<file path="src/hw/rtl/smtd_pkg.sv">
// Package with the shared constants, types and helpers of the step matrix multi-tap delay.
package smtd_pkg;

    localparam int MAX_STEPS    = 32;
    localparam int BUFFER_DEPTH = 262144;

    localparam int STEP_W  = $clog2(MAX_STEPS);
    localparam int N_W     = STEP_W + 1;
    localparam int BUF_AW  = $clog2(BUFFER_DEPTH);
    localparam int LEN_W   = BUF_AW + 1;
    localparam int DIV_W   = LEN_W + STEP_W;
    localparam int GAIN_AW = 2 * STEP_W;
    localparam int PROD_W  = 32 + N_W;
    localparam int ACC_W   = 46;

    localparam logic [15:0] UNITY_GAIN = 16'd32768;

    // Opcodes of an input transaction.
    localparam logic [1:0] OP_AUDIO = 2'd0;
    localparam logic [1:0] OP_GAIN  = 2'd1;
    localparam logic [1:0] OP_PHASE = 2'd2;

    // Configuration register indexes.
    localparam logic [1:0] CFG_NR_STEPS = 2'd0;
    localparam logic [1:0] CFG_PLAY     = 2'd1;
    localparam logic [1:0] CFG_LOOP_LEN = 2'd2;
    localparam logic [1:0] CFG_PHASE_INC = 2'd3;

    // One write request into the gain matrix.
    typedef struct packed {
        logic              en;
        logic [STEP_W-1:0] row;
        logic [STEP_W-1:0] col;
        logic [15:0]       level;
    } t_gain_wr;

    // True when a requested gain exceeds unity.
    function automatic logic gain_over(input logic [15:0] level);
        return level > UNITY_GAIN;
    endfunction

endpackage

</file>
<file path="src/hw/rtl/smtd_div.sv">
// Restoring divider that produces one quotient bit per cycle.
module smtd_div
    import smtd_pkg::*;
(
    input  logic             i_clk,
    input  logic             i_rst_n,
    input  logic             i_start,
    input  logic [DIV_W-1:0] i_dividend,
    input  logic [N_W-1:0]   i_divisor,
    output logic             o_done,
    output logic [DIV_W-1:0] o_quo,
    output logic             o_rem_nz
);

    localparam int CNT_W = $clog2(DIV_W);

    logic             r_busy;
    logic             r_done;
    logic [CNT_W-1:0] r_cnt;
    logic [DIV_W-1:0] r_quo;
    logic [N_W-1:0]   r_rem;
    logic [N_W-1:0]   r_div;
    logic [N_W:0]     trial;

    // The partial remainder always stays below the divisor.
    assign trial = {r_rem, r_quo[DIV_W-1]};

    // Control state.
    always_ff @(posedge i_clk) begin
        if (!i_rst_n) begin
            r_busy <= 1'b0;
            r_done <= 1'b0;
            r_cnt  <= '0;
        end else begin
            r_done <= 1'b0;
            if (i_start) begin
                r_busy <= 1'b1;
                r_cnt  <= '0;
            end else if (r_busy) begin
                r_cnt <= r_cnt + 1'b1;
                if (r_cnt == CNT_W'(DIV_W - 1)) begin
                    r_busy <= 1'b0;
                    r_done <= 1'b1;
                end
            end
        end
    end

    // Datapath: shift in one dividend bit and subtract where it fits.
    always_ff @(posedge i_clk) begin
        if (i_start) begin
            r_quo <= i_dividend;
            r_rem <= '0;
            r_div <= i_divisor;
        end else if (r_busy) begin
            if (trial >= {1'b0, r_div}) begin
                r_rem <= N_W'(trial - {1'b0, r_div});
                r_quo <= {r_quo[DIV_W-2:0], 1'b1};
            end else begin
                r_rem <= trial[N_W-1:0];
                r_quo <= {r_quo[DIV_W-2:0], 1'b0};
            end
        end
    end

    assign o_done   = r_done;
    assign o_quo    = r_quo;
    assign o_rem_nz = (r_rem != '0);

endmodule

</file>
<file path="config.mk">
export PLATFORM = sky130hd
export DESIGN_NAME = smtd_div
export DESIGN_NICKNAME = d
export VERILOG_FILES = /design/src/hw/rtl/smtd_pkg.sv /design/src/hw/rtl/smtd_div.sv
export SDC_FILE = /design/constraint.sdc
export NUM_CORES = 1
export LEC_CHECK = 0
export BUFFER_PORTS_ARGS = -buffer_cell sky130_fd_sc_hd__buf_2
export CAP_MARGIN = 10
export CELL_PAD_IN_SITES_DETAIL_PLACEMENT = 1
export CELL_PAD_IN_SITES_GLOBAL_PLACEMENT = 1
export CORE_MARGIN = 8
export CORE_UTILIZATION = 40
export DETAILED_ROUTE_END_ITERATION = 8
export PLACE_DENSITY = 0.76
export SETUP_SLACK_MARGIN = 0.1
export SYNTH_ARGS = -nofsm -noshare
export SYNTH_HDL_FRONTEND = slang
export SYNTH_SLANG_ARGS = --single-unit
export TNS_END_PERCENT = 100
</file>
<file path="constraint.sdc">
create_clock -name i_clk -period 5.6 [get_ports i_clk]
set_clock_uncertainty 0.15 [all_clocks]
set_input_delay 0.28 -clock i_clk [delete_from_list [all_inputs] [get_ports i_clk]]
set_output_delay 0.28 -clock i_clk [all_outputs]
set_load 0.05 [all_outputs]
</file>
; ---- After elaboration in Yosys (flattened, before gate mapping)
; Cells that the tools add are included.
[word_totals]
register_bits = 43
output_inout_bits = 26
elab_cells = 24
[op_classes]
n_addsub = 2
magnitude_cmp = 1
eq_ne = 1
muxes = 8
bitwise_logic = 2
reduce_logical = 4
[ops]
columns = op, count
row1 = 24-bit 2-to-1 mux, 2
row2 = 7-bit by 6-bit greater-or-equal comparator with 1-bit output, 1
row3 = 6-bit 2-to-1 mux, 1
row4 = 6-bit nonzero test, 1
row5 = 6-bit subtractor, 1
row6 = "5-bit by 1-bit adder with 5-bit output, second input constant", 1
row7 = "5-bit equality test, second input constant", 1
row8 = 1-bit 2-to-1 mux, 5
row9 = 3-bit OR reduction, 1
row10 = 1-bit inverter, 2
row11 = 2-bit nonzero test, 1
row12 = 2-bit OR reduction, 1

; ---- Depth between registers and ports, before layout
; Gate-level depths: netlist of the first run.
[depth]
depth_word = 4
depth_mapped = 8

; ---- Least setup slack after synthesis of the first run
; No wires, ideal clock.
[synth_timing]
path_type = register to register
from = reg r_quo[23] (netlist: o_quo[23])
to = reg r_rem[1]
setup_ns = 0.127
arrival_time_ns = 2.108
setup_slack_ns = 3.215
stages_incl_launch_ff = 9
path_buffers = 1
path_cell_list = edfxtp_1 -> inv_1 -> ha_1 -> nor2b_1 -> o21ai_0 -> a41o_1 -> buf_6 -> nor4bb_1 -> or3_1
[synth_between]
elab_chain_cells = 2
[synth_lines]
columns = item, line_no
row1 = "start, declared", smtd_div.sv:20  ; logic [DIV_W-1:0] r_quo;
row2 = "start signal, assigned", smtd_div.sv:52  ; r_quo <= i_dividend;
row3 = "start signal, assigned", smtd_div.sv:58  ; r_quo <= {r_quo[DIV_W-2:0], 1'b1};
row4 = "start signal, assigned", smtd_div.sv:61  ; r_quo <= {r_quo[DIV_W-2:0], 1'b0};
row5 = 6-bit subtractor or 7-bit by 6-bit greater-or-equal comparator with 1-bit output (tied branches), "smtd_div.sv:57, smtd_div.sv:56"
row6 = 6-bit 2-to-1 mux (*), smtd_div.sv:56  ; if (trial >= {1'b0, r_div}) begin
row7 = "end signal, assigned", smtd_div.sv:57  ; r_rem <= N_W'(trial - {1'b0, r_div});
row8 = "end signal, assigned", smtd_div.sv:60  ; r_rem <= trial[N_W-1:0];
row9 = "end, declared", smtd_div.sv:21  ; logic [N_W-1:0] r_rem;
; Mark *: on every way between the ends. The rest lies on a longest branch, timed or not.
; A chain may end at the register's enable or synchronous reset.

; ---- Worst setup path in the final report of the first run
[layout_timing]
from = reg r_div[4]
to = reg r_rem[1]
[layout_between]
elab_chain_cells = 2
[layout_lines]
columns = item, line_no
row1 = "start, declared", smtd_div.sv:22  ; logic [N_W-1:0] r_div;
row2 = "start signal, assigned", smtd_div.sv:54  ; r_div <= i_divisor;
row3 = 7-bit by 6-bit greater-or-equal comparator with 1-bit output, smtd_div.sv:56
row4 = 6-bit 2-to-1 mux, smtd_div.sv:56
; Every way passes these cells.

==> results of run 1 <==
-- Yosys cell counts, drive strengths merged (2+ instances only) --
library cell and number:
mux2i 4, a211oi 5, nor3 2, inv 9
edfxtp 30, nor2 16, xnor2 2, nor3b 2
nand2 4, mux2 26, nand4 2, clkbuf 5
ha 8, nand2b 3, buf 2, a21oi 5
nor2b 3, o21ai 4, dfxtp 13, xor2 5
-- where the power goes --
group / switching, mW / internal [mW] / leakage, nW / total [mW]
Sequential: 0.0199 / 0.374 / 0.407 / 0.394
Combinational: 0.139 / 0.0751 / 0.609 / 0.214
Clock: 0.110 / 0.0874 / 0.0412 / 0.197
-- metrics by stage --
stage | area [um2] | total power [mW] | utilization, % | hold WS (ns)
2_1_floorplan | 2071 | 0.5617 | - | 0.2289
3_3_place_gp | 2415 | 0.6111 | 47.89 | 0.3068
3_5_place_dp | 2415 | 0.6156 | 47.89 | 0.3090
4_1_cts | 2520 | 0.8139 | 49.98 | 0.0001324
5_1_grt | 2520 | 0.8438 | 49.98 | 0.001396
6_report | 2520 | 0.8053 | 49.98 | 0.005747
-- metal layers --
| layer | wire, um | vias to the layer above | part of all wire (%) | GRT usage, % |
|---|---|---|---|---|
| li1 | - | 707 | - | - |
| met1 | 2060 | 687 | 44 | 15.07 |
| met2 | 2194 | 43 | 47 | 20.79 |
| met3 | 420 | 5 | 8.9 | 6.379 |
| met4 | 40 | 0 | 0.85 | 3.750 |
| met5 | 0 | - | 0 | 0 |
-- state kept, by name, summed over array words and instances (netlist names) --
name	cells
o_quo	24
o_done	1
r_rem	6
r_cnt	5
r_busy	1
r_div	6
-- final cells by class --
class                      count  area, um2
fill                         559       2522
tap                           70      87.58
inverter                       9      33.78
clock buffer                   6      72.57
sequential                    43       1161
multi-input combinational    103      842.1
clock inverter                 2      12.51
timing repair buffer          60      310.3
-- critical path, delay by kind of cell (launching register included) --
kind	cells	cell delay (ns)
adders and majority gates	1	0.34
and+or+nand+nor	2	0.59
DFF	1	0.33
buffers and inverters	1	0.04
AOI/OAI and AO/OA	3	0.80
-- worst max-delay path by stage --
| stage | startpoint | endpoint | slack [ns] | cells after the start |
|---|---|---|---|---|
| after floorplan | o_quo[23] | r_rem[1] | 3.21 | 8 |
| after global placement | r_rem[3] | r_rem[1] | 3.30 | 6 |
| after detailed placement | r_rem[3] | r_rem[1] | 3.24 | 6 |
| after CTS | r_div[4] | r_rem[1] | 3.23 | 7 |
| after global routing | r_div[4] | r_rem[1] | 3.15 | 7 |
| final | r_div[4] | r_rem[1] | 3.24 | 7 |
-- logic make-up after synthesis --
group           after synthesis  synth area share (%)
fa+ha+maj                     9                 5.801
compound gates               19                 6.224
buf+inv                      16                 3.263
flops                        43                 56.07
simple gates                 38                 9.427
mux                          30                 16.25
xor+xnor                      7                 2.961
==> impl_metrics.csv, run 1 <==
group,metric,value,unit
power,irDropWorstVdd,149.1,uV
drt,drt-pass1-iter-count,4,
yosys,synth_flop_cell,"edfxtp_1",
final_layout,layout.cells.non_filler,293,
clock_network,cts-resized-gates,0,
drt,wl_per_cell,16.09,um
die,core_area,5042,um2
final_layout,diodes,0,
die,die_h,87.95,um
placement,gp_congestion,0.7106,
timing,tightest_slew,0.8679,ns
clock_network,cts_setup_buffers,0,
hold_path,hold_path_end,"r_div[3]",
yosys,synth-seq-area-share,56.07,%
timing,rsz0062_at_grt,"no",
yosys,syn_avg_cell_area,12.78,um2
clock_network,clk_pin_slew_worst_paths,0.09,ns
grt,antenna_found_initial,0,
worst_setup_path,critPathMaxStageDelay,0.39,ns
clock_network,cts_tree,"yes",
clock_network,holdBufCountCts,2,
job,maxCapViolCount,0,
drt,drt-initial-drc-count,71,
timing,finalCritPeriodShare,42.19,%
placement,io_buffers,58,
die,die-area,7735,um2
power,powerDensity,319.6,nW/um2
yosys,synthCells,162,
worst_setup_path,worstPathMaxFanout,9,
worst_setup_path,cp_slowest_cell,"or3_1",
drt,vias,1442,
worst_setup_path,critPathKind,"reg2reg",
timing,finalMaxSlewViolations,0,
yosys,yosysTopAreaCellShare,43.50,%
yosys,synth.largest_area_cell,"edfxtp_1",
yosys,synth_warnings,0,
yosys,synth-edff-count,30,
die,start_util,41.07,%
final_layout,nets,264,
die,row_count,26,
grt,grt_overflow,0,
grt,grt_pass1_wl,7852,um
die,die_x,87.95,um
final_layout,final_common_cell,"buf_2",
power,leakage,1.057,nW
hold_path,hold_path_class,"in2reg",
hold_path,min-delay-start,"i_divisor[3]",
drt,ant_nets,0,
worst_setup_path,arrival,2.40,ns
worst_setup_path,rrSetupSlack,3.24,ns
die,io_pins,59,
worst_setup_path,reg2reg_depth,7,
yosys,synth.area.top_cells,"edfxtp_1 (44%), mux2_2 (14%), dfxtp_1 (13%)",
worst_setup_path,cp_cell_sequence,"inv_1 -> ha_1 -> a21o_1 -> a211o_1 -> a41o_1 -> nor4bb_1 -> or3_1",
timing,hold_viol,0,
final_layout,final_layout_size_suffix_gt1_share,41.70,%
drt,wl,4715,um
status,status,"finished, final reports clean",
worst_setup_path,crit_required,5.64,ns
placement,pre_cts_ws,3.238,ns
clock_network,clockBufferDepth,2,
clock_network,cts_made_buffers,5,
timing,finalWorstSetupSlack,3.237,ns
final_layout,area_growth,21.69,%
yosys,ys_ff_latch,43,
timing,min_period,2.363,ns
clock_network,cts-htree-levels,2,
yosys,synth_nets,204,
timing,setup_viol,0,
drt,via_per_inst,4.922,
timing,max_freq,423.3,MHz
worst_setup_path,endpoint_kind,"flip-flop",
clock_network,cts_root_buffer,"clkbuf_8",
worst_setup_path,r2r-start,"r_div[4]",
grt,first_global_vias,1577,
placement,hpwl,3509,um
grt,grt_max_degree,42,
clock_network,clock_sinks,43,
worst_setup_path,start_kind,"flip-flop",
clock_network,clk_latency,0.30,ns
final_layout,final_cell_mix,"buf_2 (58), edfxtp_1 (30), mux2_2 (25), nor2_1 (16), dfxtp_1 (13)",
hold_path,holdPathStages,1,
placement,dpl.cell_count,283,
grt,grt_use_total,13.05,%
yosys,synth_cell_types,35,
drt,drc,0,
timing,tns,0,ns
yosys,syn_area,2071,um2
worst_setup_path,worstReg2RegEnd,"r_rem[1]",
yosys,async_flop_share,0,%
timing,relSlewSlack,42.14,%
No activity file was read; power rests on OpenSTA's default activity.
==> inputs of run 2 (changes only) <==
clock period = 2.4 ns   (was 5.6 ns; I/O delays follow)
==> run 2 against run 1 <==
  * Sequential share of layout area decreased by 6.3 points
  * Count of clock-buffer cells in the layout unchanged
  * Critical path type unchanged
  * Hold slack better by 0.12 ns
  * First-iteration DRC count decreased by 20%
  * Largest power group unchanged
  * Routed wire length up 25%
  * Power grew to 2.7 times the previous value
==> impl_metrics.csv, run 2 (synthesis results as in run 1) <==
group,metric,value,unit
status,status,"finished, final reports clean",
placement,gp_congestion,0.7044,
final_layout,layout.cells.non_filler,326,
timing,tns,0,ns
drt,via_per_inst,4.936,
power,powerDensity,742.5,nW/um2
worst_setup_path,crit_required,2.46,ns
clock_network,clockBufferDepth,2,
grt,first_global_vias,1839,
clock_network,clk_pin_slew_worst_paths,0.08,ns
power,leakage,1.220,nW
drt,drt-initial-drc-count,57,
timing,relSlewSlack,63.06,%
job,maxCapViolCount,0,
clock_network,clk_latency,0.30,ns
worst_setup_path,worstReg2RegEnd,"r_rem[0]",
timing,hold_viol,0,
grt,antenna_found_initial,0,
clock_network,clock_sinks,43,
grt,grt_max_degree,25,
drt,wl_per_cell,18.02,um
die,core_area,5042,um2
worst_setup_path,reg2reg_depth,7,
drt,ant_nets,0,
timing,rsz0062_at_grt,"no",
power,finalPower,2.168,mW
placement,pre_cts_ws,0.1568,ns
clock_network,cts_tree,"yes",
power,swShare,30.37,%
die,die_h,87.95,um
worst_setup_path,crit_path_start,"r_div[4]",
worst_setup_path,arrival,2.28,ns
hold_path,hold_path_end,"r_div[5]",
drt,drc,0,
grt,grt_overflow,0,
drt,drt-pass1-iter-count,3,
worst_setup_path,rrSetupSlack,0.18,ns
die,io_pins,59,
timing,tightest_slew,0.5541,ns
power,seqPwrFrac,42.4,%
timing,setup_viol,0,
final_layout,largest_reg_flops,24,
timing,finalWorstSetupSlack,0.1766,ns
hold_path,min-delay-start,"i_start",
clock_network,cts_root_buffer,"clkbuf_8",
timing,finalCritPeriodShare,92.64,%
final_layout,area_growth,41.03,%
timing,max_freq,449.8,MHz
placement,hpwl,3629,um
final_layout,nets,297,
final_layout,final_layout_size_suffix_gt1_share,39.84,%
power,p_comb_share,26.4,%
power,irDropWorstVdd,496.4,uV
power,intPower,1.510,mW
clock_network,cts-htree-levels,2,
drt,wl,5875,um
worst_setup_path,critPathKind,"reg2reg",
placement,dpl.cell_count,287,
placement,io_buffers,58,
clock_network,cts_made_buffers,5,
worst_setup_path,endpoint_kind,"flip-flop",
grt,grt_pass1_wl,9439,um
die,die-area,7735,um2
power,p_sw,0.6586,mW
hold_path,hold_path_class,"in2reg",
die,start_util,41.07,%
grt,grt_use_total,16.15,%
clock_network,cts_setup_buffers,0,
final_layout,final_common_cell,"buf_2",
die,row_count,26,
power,clkPwrFrac,31.2,%
final_layout,diodes,0,
timing,finalMaxSlewViolations,0,
timing,min_period,2.223,ns
worst_setup_path,worstPathMaxFanout,5,
worst_setup_path,r2r-start,"r_div[4]",
drt,vias,1609,
die,die_x,87.95,um
final_layout,final_cell_mix,"buf_2 (58), dlygate4sd3_1 (31), edfxtp_1 (30), mux2_2 (25), nor2_1 (16)",
hold_path,holdPathStages,1,
worst_setup_path,start_kind,"flip-flop",
-- run 2: changes by cell type in the layout (fill, tap and decap cells not counted), sizes merged --
cell / before / now
dlygate4sd3: 2 / 31
bufinv: 0 / 2
clkinv: 1 / 0
clkinvlp: 1 / 0
buf: 58 / 62
-- run 2: final cells by class --
type | instances | area [um2]
Fill cell | 545 | 2122
Sequential cell | 43 | 1161
Multi-Input combinational cell | 103 | 874.6
Timing Repair Buffer | 93 | 630.6
Tap cell | 70 | 87.58
Clock buffer | 6 | 72.57
Clock inverter | 2 | 60.06
Inverter | 9 | 33.78
-- run 2: what timing repair did --
item | 4_1_cts | 5_1_grt
setup endpoints to repair | 0 | 5
resized for setup | 0 | 2
endpoints found under the hold margin | 31 | 0
hold buffers | 31 | 0
-- run 2: routing by layer --
metal / vias up / routed length, um / GRT usage, % / part of all wire [%]
met5: - / 0 / 0 / 0
met4: 0 / 93 / 5.469 / 1.6
met1: 783 / 2343 / 16.86 / 40
met2: 45 / 3061 / 28.73 / 52
li1: 773 / - / - / -
met3: 8 / 376 / 6.285 / 6.4
-- run 2: through the flow --
stage,hold WS [ns],utilization (%),cell area (um2)
3_3_place_gp,0.1479,48.78,2460
2_1_floorplan,0.06887,-,2086
6_report,0.1242,57.92,2920
3_5_place_dp,0.1484,48.78,2460
5_1_grt,0.1233,57.92,2920
4_1_cts,0.1121,57.57,2903
-- run 2: critical path, cell delays in order (launching register included) --
cell	delay (ns)
edfxtp_1	0.37
inv_1	0.11
ha_4	0.23
a21o_1	0.16
a211o_1	0.28
a41o_1	0.27
mux2_4	0.33
a211oi_2	0.25
-- run 2: how the worst max path moves through the flow --
stage               cells past startpoint       end
floorplan                               8  r_rem[1]
global placement                        6  r_rem[1]
detailed placement                      7  r_rem[3]
CTS                                     7  r_rem[3]
global route                            7  r_rem[0]
finish                                  7  r_rem[0]
-- run 2: power groups by stage --
stage               sequential, mW  combinational [mW]  clock, mW
floorplan                     1.08               0.239          0
global placement             0.929               0.510          0
detailed placement           0.930               0.518          0
CTS                          0.916               0.560      0.690
global route                 0.930               0.615      0.716
finish                       0.920               0.572      0.677
